--- config.mk ---
export PLATFORM = sky130hd
export DESIGN_NAME = png_chunk_deframer
export DESIGN_NICKNAME = d
export VERILOG_FILES = /design/src/sv/pcd_pkg.sv /design/src/sv/pcd_in_stage.sv /design/src/sv/pcd_parser.sv /design/src/sv/png_chunk_deframer.sv
export SDC_FILE = /design/constraint.sdc
export NUM_CORES = 1
export LEC_CHECK = 0
export BUFFER_PORTS_ARGS = -buffer_cell sky130_fd_sc_hd__buf_2
export CAP_MARGIN = 20
export CORE_ASPECT_RATIO = 2
export CORE_MARGIN = 2
export CORE_UTILIZATION = 50
export CTS_CLUSTER_SIZE = 25
export DETAILED_ROUTE_END_ITERATION = 12
export PLACE_DENSITY = 0.7
export SLEW_MARGIN = 40
export SYNTH_ARGS = -nofsm -noshare
export SYNTH_HDL_FRONTEND = slang
export SYNTH_SLANG_ARGS = --single-unit
--- constraint.sdc ---
create_clock -name aclk -period 18.7 [get_ports aclk]
set_input_delay 4.675 -clock aclk [delete_from_list [all_inputs] [get_ports aclk]]
set_output_delay 4.675 -clock aclk [all_outputs]
set_load 0.1 [all_outputs]
--- src/sv/pcd_pkg.sv ---
// ----------------------------------------------------------------------------
// PNG chunk deframer package
// Request types, status codes and file-format constants shared by the
// deframer modules.
// ----------------------------------------------------------------------------
package pcd_pkg;

    localparam int SigLen = 8;
    localparam int IhdrLen = 13;
    localparam int IhdrTail = 5;

    typedef logic [1:0] status_t;
    localparam status_t STATUS_CHUNK_DONE = 2'd0;
    localparam status_t STATUS_BAD_SIG    = 2'd1;
    localparam status_t STATUS_TRUNCATED  = 2'd2;

    localparam logic [31:0] TYPE_IHDR = 32'h4948_4452;
    localparam logic [31:0] TYPE_IEND = 32'h4945_4E44;

    localparam logic [7:0] SIG_BYTES [SigLen] = '{
        8'h89, 8'h50, 8'h4E, 8'h47, 8'h0D, 8'h0A, 8'h1A, 8'h0A
    };

    typedef struct packed {
        logic [7:0] data_byte;
        logic       end_of_file;
    } in_item_t;

    typedef struct packed {
        status_t     status;
        logic [31:0] chunk_type;
        logic [31:0] chunk_length;
        logic [31:0] chunk_crc;
        logic [31:0] image_width;
        logic [31:0] image_height;
        logic [7:0]  bit_depth;
        logic [7:0]  color_type;
        logic [7:0]  compression_method;
        logic [7:0]  filter_method;
        logic [7:0]  interlace_method;
        logic        is_end_chunk;
    } out_item_t;

endpackage

--- src/sv/pcd_in_stage.sv ---
// ----------------------------------------------------------------------------
// PNG chunk deframer input register
// Registers each incoming byte request and hands it to the parser, taking a
// new request in the same cycle that the held one moves on.
// ----------------------------------------------------------------------------
module pcd_in_stage (
    input  logic              aclk,
    input  logic              aresetn,
    input  logic              s_valid,
    output logic              s_ready,
    input  pcd_pkg::in_item_t s_data,
    output logic              q_valid,
    input  logic              q_ready,
    output pcd_pkg::in_item_t q_data
);
    import pcd_pkg::*;

    logic     valid_reg;
    logic     valid_next;
    in_item_t data_reg;

    assign s_ready = !valid_reg || q_ready;
    assign q_valid = valid_reg;
    assign q_data  = data_reg;

    always_comb begin
        if (s_valid && s_ready) begin
            valid_next = 1'b1;
        end else if (q_ready) begin
            valid_next = 1'b0;
        end else begin
            valid_next = valid_reg;
        end
    end

    always_ff @(posedge aclk) begin
        if (!aresetn) begin
            valid_reg <= 1'b0;
        end else begin
            valid_reg <= valid_next;
        end
        if (s_valid && s_ready) begin
            data_reg <= s_data;
        end
    end

endmodule

--- src/sv/pcd_parser.sv ---
// ----------------------------------------------------------------------------
// PNG chunk deframer parser
// Walks the signature and chunk fields one byte per request, captures the
// image header and registers one result per completed chunk or error.
// ----------------------------------------------------------------------------
module pcd_parser (
    input  logic               aclk,
    input  logic               aresetn,
    input  logic               in_valid,
    output logic               in_ready,
    input  pcd_pkg::in_item_t  in_data,
    output logic               m_valid,
    input  logic               m_ready,
    output pcd_pkg::out_item_t m_data
);
    import pcd_pkg::*;

    typedef enum logic [2:0] {
        PH_SIG,
        PH_LEN,
        PH_TYPE,
        PH_DATA,
        PH_CRC,
        PH_IDLE
    } phase_t;

    phase_t      phase_reg, phase_next;
    logic [31:0] cnt_reg, cnt_next;
    logic [31:0] len_reg, len_next;
    logic [31:0] type_reg, type_next;
    logic [31:0] crc_reg, crc_next;
    logic [31:0] width_reg, width_next;
    logic [31:0] height_reg, height_next;
    logic [7:0]  ihdr_reg [IhdrTail];
    logic [7:0]  ihdr_next [IhdrTail];

    logic        m_valid_reg, m_valid_next;
    out_item_t   m_data_reg, m_data_next;

    logic        take;
    logic        emit;
    status_t     emit_status;
    logic        emit_last;
    logic [7:0]  b;
    logic [31:0] cnt_inc;

    assign in_ready = !m_valid_reg || m_ready;
    assign take     = in_valid && in_ready;
    assign m_valid  = m_valid_reg;
    assign m_data   = m_data_reg;
    assign b        = in_data.data_byte;
    assign cnt_inc  = cnt_reg + 32'd1;

    always_comb begin
        phase_next  = phase_reg;
        cnt_next    = cnt_reg;
        len_next    = len_reg;
        type_next   = type_reg;
        crc_next    = crc_reg;
        width_next  = width_reg;
        height_next = height_reg;
        ihdr_next   = ihdr_reg;
        emit        = 1'b0;
        emit_status = STATUS_CHUNK_DONE;
        emit_last   = 1'b0;

        if (in_data.end_of_file) begin
            if (phase_reg != PH_IDLE) begin
                emit        = 1'b1;
                emit_status = STATUS_TRUNCATED;
            end
            phase_next = PH_SIG;
            cnt_next   = '0;
            len_next   = '0;
            type_next  = '0;
            crc_next   = '0;
        end else begin
            unique case (phase_reg)
                PH_SIG: begin
                    if (b != SIG_BYTES[cnt_reg[2:0]]) begin
                        emit        = 1'b1;
                        emit_status = STATUS_BAD_SIG;
                        phase_next  = PH_IDLE;
                        cnt_next    = '0;
                    end else if (cnt_reg[2:0] == 3'(SigLen - 1)) begin
                        phase_next = PH_LEN;
                        cnt_next   = '0;
                    end else begin
                        cnt_next = cnt_inc[31:0];
                    end
                end
                PH_LEN: begin
                    len_next = {len_reg[23:0], b};
                    if (cnt_reg[1:0] == 2'd3) begin
                        phase_next = PH_TYPE;
                        cnt_next   = '0;
                    end else begin
                        cnt_next = cnt_inc[31:0];
                    end
                end
                PH_TYPE: begin
                    type_next = {type_reg[23:0], b};
                    if (cnt_reg[1:0] == 2'd3) begin
                        // A new header wipes the previous image fields.
                        if (type_next == TYPE_IHDR) begin
                            width_next  = '0;
                            height_next = '0;
                            for (int i = 0; i < IhdrTail; i++) begin
                                ihdr_next[i] = '0;
                            end
                        end
                        phase_next = (len_reg == '0) ? PH_CRC : PH_DATA;
                        cnt_next   = '0;
                    end else begin
                        cnt_next = cnt_inc[31:0];
                    end
                end
                PH_DATA: begin
                    if (type_reg == TYPE_IHDR && cnt_reg < 32'(IhdrLen)) begin
                        if (cnt_reg < 32'd4) begin
                            width_next = {width_reg[23:0], b};
                        end else if (cnt_reg < 32'd8) begin
                            height_next = {height_reg[23:0], b};
                        end else begin
                            // Offsets 8 to 12 map onto entries 0 to 4.
                            ihdr_next[cnt_reg[2:0]] = b;
                        end
                    end
                    if (cnt_inc >= len_reg) begin
                        phase_next = PH_CRC;
                        cnt_next   = '0;
                    end else begin
                        cnt_next = cnt_inc[31:0];
                    end
                end
                PH_CRC: begin
                    crc_next = {crc_reg[23:0], b};
                    if (cnt_reg[1:0] == 2'd3) begin
                        emit       = 1'b1;
                        emit_last  = (type_reg == TYPE_IEND);
                        phase_next = emit_last ? PH_IDLE : PH_LEN;
                        cnt_next   = '0;
                        len_next   = '0;
                        type_next  = '0;
                        crc_next   = '0;
                    end else begin
                        cnt_next = cnt_inc[31:0];
                    end
                end
                PH_IDLE: begin
                end
                default: begin
                end
            endcase
        end

        m_data_next.status             = emit_status;
        m_data_next.chunk_type         = (emit_status == STATUS_CHUNK_DONE) ? type_reg : '0;
        m_data_next.chunk_length       = (emit_status == STATUS_CHUNK_DONE) ? len_reg : '0;
        m_data_next.chunk_crc          = (emit_status == STATUS_CHUNK_DONE) ?
                                         {crc_reg[23:0], b} : '0;
        m_data_next.image_width        = width_next;
        m_data_next.image_height       = height_next;
        m_data_next.bit_depth          = ihdr_next[0];
        m_data_next.color_type         = ihdr_next[1];
        m_data_next.compression_method = ihdr_next[2];
        m_data_next.filter_method      = ihdr_next[3];
        m_data_next.interlace_method   = ihdr_next[4];
        m_data_next.is_end_chunk       = emit_last;

        if (take) begin
            m_valid_next = emit;
        end else if (m_ready) begin
            m_valid_next = 1'b0;
        end else begin
            m_valid_next = m_valid_reg;
        end
    end

    always_ff @(posedge aclk) begin
        if (!aresetn) begin
            phase_reg   <= PH_SIG;
            cnt_reg     <= '0;
            len_reg     <= '0;
            type_reg    <= '0;
            crc_reg     <= '0;
            width_reg   <= '0;
            height_reg  <= '0;
            for (int i = 0; i < IhdrTail; i++) begin
                ihdr_reg[i] <= '0;
            end
            m_valid_reg <= 1'b0;
        end else begin
            m_valid_reg <= m_valid_next;
            if (take) begin
                phase_reg  <= phase_next;
                cnt_reg    <= cnt_next;
                len_reg    <= len_next;
                type_reg   <= type_next;
                crc_reg    <= crc_next;
                width_reg  <= width_next;
                height_reg <= height_next;
                ihdr_reg   <= ihdr_next;
            end
        end
        if (take && emit) begin
            m_data_reg <= m_data_next;
        end
    end

endmodule

--- src/sv/png_chunk_deframer.sv ---
// Input and result registers sit on each side of the parser.
// Throughput: one byte per cycle, unless m_ready holds a pending result.
// The parser's state update is the single loop that paces each byte.
// Reset: synchronous, active-low aresetn; clears the parse state and the image
// header fields and empties both registers.
// ----------------------------------------------------------------------------
// PNG chunk deframer
// Checks the PNG signature and reports each chunk's type, length and CRC,
// along with the image header fields from the latest IHDR chunk.
// ----------------------------------------------------------------------------
module png_chunk_deframer (
    input  logic               aclk,
    input  logic               aresetn,
    input  logic               s_valid,
    output logic               s_ready,
    input  pcd_pkg::in_item_t  s_data,
    output logic               m_valid,
    input  logic               m_ready,
    output pcd_pkg::out_item_t m_data
);
    import pcd_pkg::*;

    logic     q_valid;
    logic     q_ready;
    in_item_t q_data;

    pcd_in_stage u_in_stage (
        .aclk    (aclk),
        .aresetn (aresetn),
        .s_valid (s_valid),
        .s_ready (s_ready),
        .s_data  (s_data),
        .q_valid (q_valid),
        .q_ready (q_ready),
        .q_data  (q_data)
    );

    pcd_parser u_parser (
        .aclk     (aclk),
        .aresetn  (aresetn),
        .in_valid (q_valid),
        .in_ready (q_ready),
        .in_data  (q_data),
        .m_valid  (m_valid),
        .m_ready  (m_ready),
        .m_data   (m_data)
    );

endmodule

=== Yosys cells after proc, flatten, opt, wreduce, memory -nomap -nowiden ===
Memory sizes are Yosys's and may differ from the RTL's.
Cells that the tools add are included.

* Equality and inequality tests: 16
* Reductions and logical operators: 26
* Magnitude comparators: 6
* Add/sub/neg operators: 1
* Mux-type cells: 62
* Bitwise gates (word level): 3

{| class="wikitable"
|+ Operator list
! operator !! count
|-
| 32-bit two-way mux || 19
|-
| 32-bit case mux with 2 select lines || 4
|-
| 40-bit two-way mux || 6
|-
| 32-bit by 31-bit equality test with 1-bit output (second input constant) || 3
|-
| 32-bit case mux with 3 select lines || 1
|-
| 40-bit case mux with 2 select lines || 1
|-
| 24-bit two-way mux || 3
|-
| 32-bit by 4-bit less-than comparator with 1-bit output (second input constant) || 2
|-
| 40-bit bitwise mux || 1
|-
| 32-bit by 1-bit adder with 32-bit output (second input constant) || 1
|-
| 32-bit >= comparator || 1
|-
| 32-bit logical NOT || 1
|-
| 32-bit by 3-bit less-than comparator with 1-bit output (second input constant) || 1
|-
| 3-bit two-way mux || 9
|-
| 8-bit demux with 3-bit select || 1
|-
| 8-bit two-way mux || 3
|-
| 3-bit case mux with 5 select lines || 1
|-
| 3-bit by 2-bit inequality test with 1-bit output (second input constant) || 4
|-
| 1-bit two-way mux || 9
|-
| 8-bit inequality test || 1
|-
| 7-bit AND reduction || 1
|-
| 3-bit by 2-bit equality test with 1-bit output (second input constant) || 2
|-
| 3-bit equality test (second input constant) || 2
|-
| 2-bit two-way mux || 3
|-
| other kinds (21) || 34
|}

* ROM bits: 64
* Output and inout port bits: 205
* Register bits: 441
* Word-level logic and storage cells: 143
* Input port bits: 13
* Memories: 1

{| class="wikitable"
|+ Memory list
! name !! depth !! width !! read ports !! clocked after memory_dff !! wr ports !! line !! source
|-
| (name not given) || 8 || 8 || 1 || 0 || 0 || pcd_parser.sv:80 || <nowiki>if (b != SIG_BYTES[cnt_reg[2:0]]) begin</nowiki>
|}

=== Longest topological paths before layout ===
Gate-level depths: netlist of the first run.

* Depth in word-level cells: 11
* Gate-level depth with buffers: 17
* Depth with buffers taken out: 15

=== By module ===
Synthesis of the first run repeated with hierarchy kept, for this count alone.

* Cells, all modules: 1722
* Area total of the unflattened synthesis: 18843.1 um2

{| class="wikitable"
|+ Modules (own cells, without submodules)
! module !! instances !! cells an instance !! area each (um2) !! sequential area each (um2)
|-
| pcd_parser || 1 || 1708 || 18515.3 || 10660.2
|-
| pcd_in_stage || 1 || 14 || 327.8 || 290.3
|}

=== Least setup slack after synthesis of the first run ===
Ideal clock, no wire load.

* Kind: input -> register
* Start: in m_ready
* End: reg u_parser.m_data_reg, in the netlist u_parser.m_data[0], enable pin
* Slack: 2.895 ns
* Arrival: 14.970 ns
* Stages on the path: 4
* Buffers on the path: 1
* Required time: 17.866 ns
* Setup time: 0.834 ns
* Path through: nand2b_1 nand2_1 clkbuf_1 a21oi_1

* Cells in the longest elaborated chain, start to end: 3

{| class="wikitable"
|+ Ends and longest elaborated chain
! element !! line !! source
|-
| from (decl) || png_chunk_deframer.sv:18 || <nowiki>input logic m_ready,</nowiki>
|-
| 1-bit logical OR || pcd_parser.sv:47 || <nowiki>assign in_ready = !m_valid_reg || m_ready;</nowiki>
|-
| 1-bit logical AND || pcd_parser.sv:48 || <nowiki>assign take = in_valid && in_ready;</nowiki>
|-
| 1-bit logical AND || pcd_parser.sv:206 || <nowiki>if (take && emit) begin</nowiki>
|-
| to (signal assigned) || pcd_parser.sv:207 || <nowiki>m_data_reg <= m_data_next;</nowiki>
|-
| to (decl) || pcd_parser.sv:38 || <nowiki>out_item_t m_data_reg, m_data_next;</nowiki>
|}

Every way passes these cells.
A chain may end at the register's enable or synchronous reset.

=== Worst setup path after layout of the first run ===
* Start: in m_ready
* End: out s_ready

* Cells in the longest elaborated chain, start to end: 2

{| class="wikitable"
|+ Ends and longest elaborated chain
! element !! line !! source
|-
| 1-bit logical OR || pcd_parser.sv:47 ||
|-
| 1-bit logical OR || pcd_in_stage.sv:22 || <nowiki>assign s_ready = !valid_reg || q_ready;</nowiki>
|-
| to (decl) || png_chunk_deframer.sv:15 || <nowiki>output logic s_ready,</nowiki>
|}

Every way passes these cells.

==> results of run 1 <==
[logic make-up (layout without fill, tap and decap cells)]
logic type	after synthesis	in the layout	synth area share, %
buffers and inverters	161	361	3.55
DFF	441	441	58.7
adders and majority gates	39	39	2.61
AOI/OAI and AO/OA	433	433	16.6
xor gates and xnor gates	30	30	1.41
and+or+nand+nor	612	612	17.0
muxes	3	3	0.161
[stage by stage]
| step | area (um^2) | util (%) |
|---|---|---|
| 3_5_place_dp | 20200 | 54.5 |
| 4_1_cts | 21500 | 58.1 |
| 6_report | 21500 | 58.1 |
| 5_1_grt | 21500 | 58.1 |
| 3_3_place_gp | 20100 | 54.2 |
| 2_1_floorplan | 18700 | - |
[cell usage in the layout, fill, tap and decap left out, types with 17 or more instances in the layout]
cell	instances
sky130_fd_sc_hd__nand2_1	160
sky130_fd_sc_hd__nand4_1	27
sky130_fd_sc_hd__a22oi_1	30
sky130_fd_sc_hd__o2bb2ai_1	38
sky130_fd_sc_hd__a22o_1	115
sky130_fd_sc_hd__o21ai_0	31
sky130_fd_sc_hd__xnor2_1	17
sky130_fd_sc_hd__nand3_1	103
sky130_fd_sc_hd__buf_2	217
sky130_fd_sc_hd__buf_4	19
sky130_fd_sc_hd__dfxtp_1	229
sky130_fd_sc_hd__clkbuf_16	40
sky130_fd_sc_hd__ha_1	39
sky130_fd_sc_hd__nor2_1	103
sky130_fd_sc_hd__edfxtp_1	212
sky130_fd_sc_hd__a31oi_1	17
sky130_fd_sc_hd__a21oi_1	123
sky130_fd_sc_hd__and2_1	105
sky130_fd_sc_hd__inv_1	46
[layer usage]
layer  vias up  wire length, um  global-route usage, %
met5         -                0                      0
met4         0             3440                   15.9
met1      6863            18000                   27.6
li1       6680                -                      -
met2       541            26100                   44.6
met3       162             2440                   2.91
[synth_stat cells (17+ instances only)]
cell type and instances:
sky130_fd_sc_hd__inv_1 47, sky130_fd_sc_hd__nand4_1 27, sky130_fd_sc_hd__nor2_1 107, sky130_fd_sc_hd__a21oi_1 125, sky130_fd_sc_hd__a22o_1 115, sky130_fd_sc_hd__nand3_1 103, sky130_fd_sc_hd__dfxtp_1 229, sky130_fd_sc_hd__clkbuf_1 90
sky130_fd_sc_hd__o2bb2ai_1 38, sky130_fd_sc_hd__a31oi_1 17, sky130_fd_sc_hd__xnor2_1 17, sky130_fd_sc_hd__and2_1 105, sky130_fd_sc_hd__nor3_1 17, sky130_fd_sc_hd__o21ai_0 31, sky130_fd_sc_hd__a22oi_1 30, sky130_fd_sc_hd__nand2_1 161
sky130_fd_sc_hd__ha_1 39, sky130_fd_sc_hd__edfxtp_1 212
[layout make-up]
cell class	instances	area, um^2
Clock buffer	48	1050
Clock inverter	24	280
Fill cell	3104	15500
Inverter	47	179
Multi-Input combinational cell	1117	7160
Sequential cell	441	11000
Tap cell	459	574
Timing Repair Buffer	242	1320
[critical path, cell delays in order]
cell and delay (ps):
sky130_fd_sc_hd__buf_2 100, sky130_fd_sc_hd__nor2b_1 170, sky130_fd_sc_hd__nand2_1 90, sky130_fd_sc_hd__buf_2 300
[how the worst min path moves through the flow]
stage                                       from                                end  slack, ps  cells after the start
3_5_place_dp   u_parser.crc_reg[21]$_SDFFE_PN0P_  u_parser.crc_reg[21]$_SDFFE_PN0P_        440                      2
5_1_grt        u_parser.crc_reg[21]$_SDFFE_PN0P_  u_parser.crc_reg[21]$_SDFFE_PN0P_        470                      2
3_3_place_gp   u_parser.crc_reg[17]$_SDFFE_PN0P_  u_parser.crc_reg[17]$_SDFFE_PN0P_        440                      2
6_report       u_parser.crc_reg[17]$_SDFFE_PN0P_  u_parser.crc_reg[17]$_SDFFE_PN0P_        450                      2
2_1_floorplan  u_parser.crc_reg[16]$_SDFFE_PN0P_  u_parser.crc_reg[16]$_SDFFE_PN0P_        430                      2
4_1_cts        u_parser.crc_reg[21]$_SDFFE_PN0P_  u_parser.crc_reg[21]$_SDFFE_PN0P_        450                      2
[power by group]
group,internal (uW),switching [uW],total (uW)
Clock,475,361,835
Combinational,27.7,218,246
Sequential,1040,14.0,1050
==> run summary, run 1 <==
STATUS
------------------------------------------------------------------------------------
Result of the run                                                       complete, no violations

PWR
------------------------------------------------------------------------------------
P per Cell Area                                                         99.0 mW/mm^2
Static leakage                                                            0.00769 uW
Total power                                                                  2130 uW
Highest ir drop seen on vdd                                                  72.0 uV

STA
------------------------------------------------------------------------------------
RSZ-0062 raised after global routing                                              no
Post-route clock period utilization                                            53.5%
Highest achievable clock rate                                             0.0999 GHz
Final slew viol count                                                              0
Actual transition at the worst max-transition pin                             865 ps
Final critical delay including setup and external delays                   10,010 ps
Post-route setup slack                                                       8690 ps
Final sum of negative setup slack                                               0 ps
Setup violators final                                                              0
Layout Skew                                                                  31.1 ps
Total count of hold-check failures in the final report                             0
Worst relative slew slack                                                      42.4%
Fin Hold WS                                                                   452 ps

CLOCKING
------------------------------------------------------------------------------------
Total CTS buffers                                                                 39
Number of gates resized after CTS                                                  0
Count of H-tree levels built during CTS                                            2
Number of post-CTS setup repair buffers                                            0
CTS Buffer Depth                                                                   3
Hold buffers post-CTS                                                              0
Clock latency at the later pin of the worst-skew pair                         550 ps
Buffer cell driving the clock tree root                                 sky130_fd_sc_hd__clkbuf_16
Clk slew on worst S/H paths                                                    70 ps
Clock Sinks                                                                      441
Clock tree from TritonCTS                                                        yes

YOSYS
------------------------------------------------------------------------------------
Share of the synthesized area in the top cell type                             34.1%
Synthesized net count                                                          1,771
Count of yosys warnings during synthesis                                           0
Number of synthesized flops with an enable pin                                   212
Average footprint of a synthesized cell                                    10.9 um^2
Sequential fraction of the synthesis area                                      58.7%
Cell taking the most area after synthesis                               sky130_fd_sc_hd__edfxtp_1
Number of distinct library cells after synthesis                                  71
Post-Syn Area                                                            0.0187 mm^2
Main flop type after synthesis                                          sky130_fd_sc_hd__dfxtp_1
Synthesized flop and latch total                                                 441
Count of mapped cells out of synthesis                                         1,719
Leading cell types by total area after synthesis                        sky130_fd_sc_hd__edfxtp_1 (34%), sky130_fd_sc_hd__dfxtp_1 (25%), sky130_fd_sc_hd__a22o_1 (5.4%)
Share of flip-flops with an asynchronous set or reset after synthesis             0%

DETAILED ROUTING
------------------------------------------------------------------------------------
DRT iter0 DRCs                                                                   917
Remaining antenna violation count                                                  0
Final routed wire length divided by cell count                               21.0 um
Final routed DRC violation total                                                   0
Via density per instance                                                        5.99
Number of detailed-route iterations in the first pass                              7
Routed wire length                                                         50,000 um
Vias                                                                          14,246

FLOORPLANNING
------------------------------------------------------------------------------------
Core footprint                                                           0.0370 mm^2
Die H                                                                         277 um
Row count                                                                        100
I/O pin count                                                                    218
DIE AREA                                                                 0.0390 mm^2
Die X-Extent                                                                  141 um
Starting density of the core                                                   50.4%

FINISH
------------------------------------------------------------------------------------
Number of nets in the finished design                                          1,940
Area added between synthesis and finish                                        15.3%
Share of layout cells above drive strength 1                                   18.3%
Total inserted antenna cells                                                       0
Flip-flop count of the largest register, all copies and words added              203
Final cell count without fillers                                               2,378

GRT
------------------------------------------------------------------------------------
Total overflow reported by the global router                                       0
Maximum number of pins on one net before global-route repair                     115
Global-route usage over all layers                                             24.9%
Number of antenna violations at the first check in global routing                  0
Number of global-route vias before repair                                     13,704
Global-route wire length before repair                                     76,200 um

CRITICAL PATH
------------------------------------------------------------------------------------
CP required                                                                14,030 ps
Crit. End Element                                                        output port
Capture instance of the worst register-to-register path                 u_parser.cnt_reg[28]$_SDFFE_PN0P_
Nature of the critical path startpoint                                     input pin
Worst Path Arrival                                                           5330 ps
Crit. Startpoint                                                             m_ready
Critical path endpoint                                                       s_ready
Maximum fanout along the worst path                                                3
Reg-to-reg startpoint                                                   u_parser.cnt_reg[0]$_SDFFE_PN0P_
Slack of the worst reg-to-reg path                                         13,000 ps
Reg2Reg Depth                                                                     14
Type of the setup path with the least slack                             input pin to output port

JOB
------------------------------------------------------------------------------------
MaxCap Viol Count                                                                  0

PLACEMENT
------------------------------------------------------------------------------------
Global placement routability congestion                                        0.937
DP Cell Count                                                                  2,305
Place WS                                                                     8700 ps
Dpl hpwl                                                                   34,800 um
IO buf count                                                                     217

MIN PATH
------------------------------------------------------------------------------------
Class of the most critical hold timing path                             flop to flop

Note: power is estimated with default switching activity, not from simulation.
==> inputs of run 2 (changes only) <==
==> constraint.sdc (replaced) <==
create_clock -name aclk -period 9.55 [get_ports aclk]
set_input_delay 2.3875 -clock aclk [delete_from_list [all_inputs] [get_ports aclk]]
set_output_delay 2.3875 -clock aclk [all_outputs]
set_load 0.1 [all_outputs]
==> run summary, run 2 (synthesis results as in run 1) <==
CLOCKING
----------------------------------------------------------------------------------
Clock Sinks                                                                    441
Number of gates resized after CTS                                                0
Number of post-CTS setup repair buffers                                          0
Clock tree from TritonCTS                                                      yes
CTS Buffer Depth                                                                 3
Clk slew on worst S/H paths                                                  70 ps
Buffer cell driving the clock tree root                               sky130_fd_sc_hd__clkbuf_16
Total CTS buffers                                                               39
Count of H-tree levels built during CTS                                          2
Clock latency at the later pin of the worst-skew pair                       550 ps
Hold buffers post-CTS                                                            0

DETAILED ROUTING
----------------------------------------------------------------------------------
DRT iter0 DRCs                                                               1,021
Final routed wire length divided by cell count                             21.4 um
Via density per instance                                                      6.07
Routed wire length                                                       50,700 um
Final routed DRC violation total                                                 0
Vias                                                                        14,401
Number of detailed-route iterations in the first pass                            6
Remaining antenna violation count                                                0

GRT
----------------------------------------------------------------------------------
Global-route usage over all layers                                           25.5%
Met3 Usage GRT                                                               3.42%
Total overflow reported by the global router                                     0
Most used routing layer in global routing                                     met2
Number of antenna violations at the first check in global routing                0
Global-route wire length before repair                                   77,900 um
Maximum number of pins on one net before global-route repair                   108
Met1 track demand over resource                                              27.2%
Met2 track demand over resource in global routing                            45.9%
Number of global-route vias before repair                                   14,089

PWR
----------------------------------------------------------------------------------
Design internal power                                                      2950 uW
Static leakage                                                          0.00764 uW
Proportion of power drawn by combinational gates                             11.6%
Clk pwr share                                                                38.2%
Highest ir drop seen on vdd                                                 143 uV
P per Cell Area                                                        191 mW/mm^2
Sequential share of power                                                    50.1%
Psw                                                                        1150 uW
Sw frac                                                                      28.0%

FLOORPLANNING
----------------------------------------------------------------------------------
DIE AREA                                                               0.0390 mm^2
Row count                                                                      100
Die X-Extent                                                                141 um
I/O pin count                                                                  218
Die H                                                                       277 um
Starting density of the core                                                 50.4%
Core footprint                                                         0.0370 mm^2

FINISH
----------------------------------------------------------------------------------
Leading cell type in the layout, fill and taps excluded               sky130_fd_sc_hd__dfxtp_1
Number of nets in the finished design                                        1,936
Post-Route Utilization                                                       57.9%
Share of layout cells above drive strength 1                                 18.0%
Flip-flop count of the largest register, all copies and words added            203
Filler Cells Inserted                                                        3,111
Total inserted antenna cells                                                     0
Commonest cells after routing, fill and taps aside                    sky130_fd_sc_hd__dfxtp_1 (229), sky130_fd_sc_hd__buf_2 (217), sky130_fd_sc_hd__edfxtp_1 (212), sky130_fd_sc_hd__nand2_1 (160), sky130_fd_sc_hd__a21oi_1 (122)
Non-Filler Cell Area, Final                                            0.0214 mm^2
Area added between synthesis and finish                                      14.9%

PLACEMENT
----------------------------------------------------------------------------------
Placed Area                                                            0.0202 mm^2
Global placement routability congestion                                      0.959
Dpl hpwl                                                                 35,500 um
IO buf count                                                                   217
Place WS                                                                   4090 ps

STATUS
----------------------------------------------------------------------------------
Result of the run                                                     complete, no violations

CRITICAL PATH
----------------------------------------------------------------------------------
Maximum fanout along the worst path                                              3
Worst Path Arrival                                                         3070 ps
Crit. End Element                                                      output port
CP required                                                                7160 ps
Reg2Reg Depth                                                                   17
Nature of the critical path startpoint                                   input pin
Type of the setup path with the least slack                           input pin to output port

STA
----------------------------------------------------------------------------------
Actual transition at the worst max-transition pin                           868 ps
Setup violators final                                                            0
Post-route clock period utilization                                          57.1%
Fin Hold WS                                                                 452 ps
Total count of hold-check failures in the final report                           0
Highest achievable clock rate                                            0.183 GHz
Worst relative slew slack                                                    42.1%
Post-route setup slack                                                     4090 ps
Final slew viol count                                                            0
Layout Skew                                                                17.5 ps
RSZ-0062 raised after global routing                                            no
Final sum of negative setup slack                                             0 ps
Final critical delay including setup and external delays                   5460 ps

MIN PATH
----------------------------------------------------------------------------------
Worst hold path depth                                                            2
Class of the most critical hold timing path                           flop to flop

JOB
----------------------------------------------------------------------------------
MaxCap Viol Count                                                                0

-- run 2: cell types whose count changed in the layout (fill, tap and decap cells not counted), sizes merged --
| cell | delta |
|---|---|
| clkbuf | +7 |
| clkinv | -9 |
| inv | +2 |
| clkinvlp | +1 |
| bufinv | -3 |
| buf | -5 |
-- run 2: worst paths after layout --
check / from / to / slack, ps
worst min-delay path: u_parser.crc_reg[20]$_SDFFE_PN0P_ / u_parser.crc_reg[20]$_SDFFE_PN0P_ / 450
worst max-delay path: m_ready / s_ready / 4090
worst max register to register: u_parser.cnt_reg[0]$_SDFFE_PN0P_ / u_parser.cnt_reg[5]$_SDFFE_PN0P_ / 4100
worst min register to register: u_parser.crc_reg[20]$_SDFFE_PN0P_ / u_parser.crc_reg[20]$_SDFFE_PN0P_ / 450
-- run 2: cell type report --
type                    instances  area (um^2)  area share [%]
repair buffers                238         1310            6.10
clock inverters                15          148           0.688
multi-input cells            1117         7180            33.5
well taps                     459          574            2.68
flip-flops and latches        441        11000            51.1
clock buffers                  54         1100            5.15
inverters                      47          179           0.834
-- run 2: metal layers --
metal / up-vias / part of all wire [%]
met5: - / 0
met1: 6945 / 35
met2: 593 / 52
li1: 6661 / -
met4: 0 / 7.8
met3: 202 / 5.1
-- run 2: power by group through the flow --
stage / registers, uW / logic [uW] / clock network [uW]
2_1_floorplan: 2410 / 88.2 / 0
3_3_place_gp: 2100 / 468 / 0
3_5_place_dp: 2100 / 476 / 0
4_1_cts: 2060 / 477 / 1590
5_1_grt: 2060 / 493 / 1660
6_report: 2060 / 478 / 1570
-- run 2: through the flow --
stage	power [uW]	instances
4_1_cts	4130	2369
3_3_place_gp	2570	2296
2_1_floorplan	2500	1719
6_report	4100	2371
3_5_place_dp	2580	2300
5_1_grt	4220	2371
-- run 2: worst max-delay path, stage by stage --
cell	delay [ps]
sky130_fd_sc_hd__buf_2	100
sky130_fd_sc_hd__nor2b_1	180
sky130_fd_sc_hd__nand2_1	90
sky130_fd_sc_hd__buf_2	310
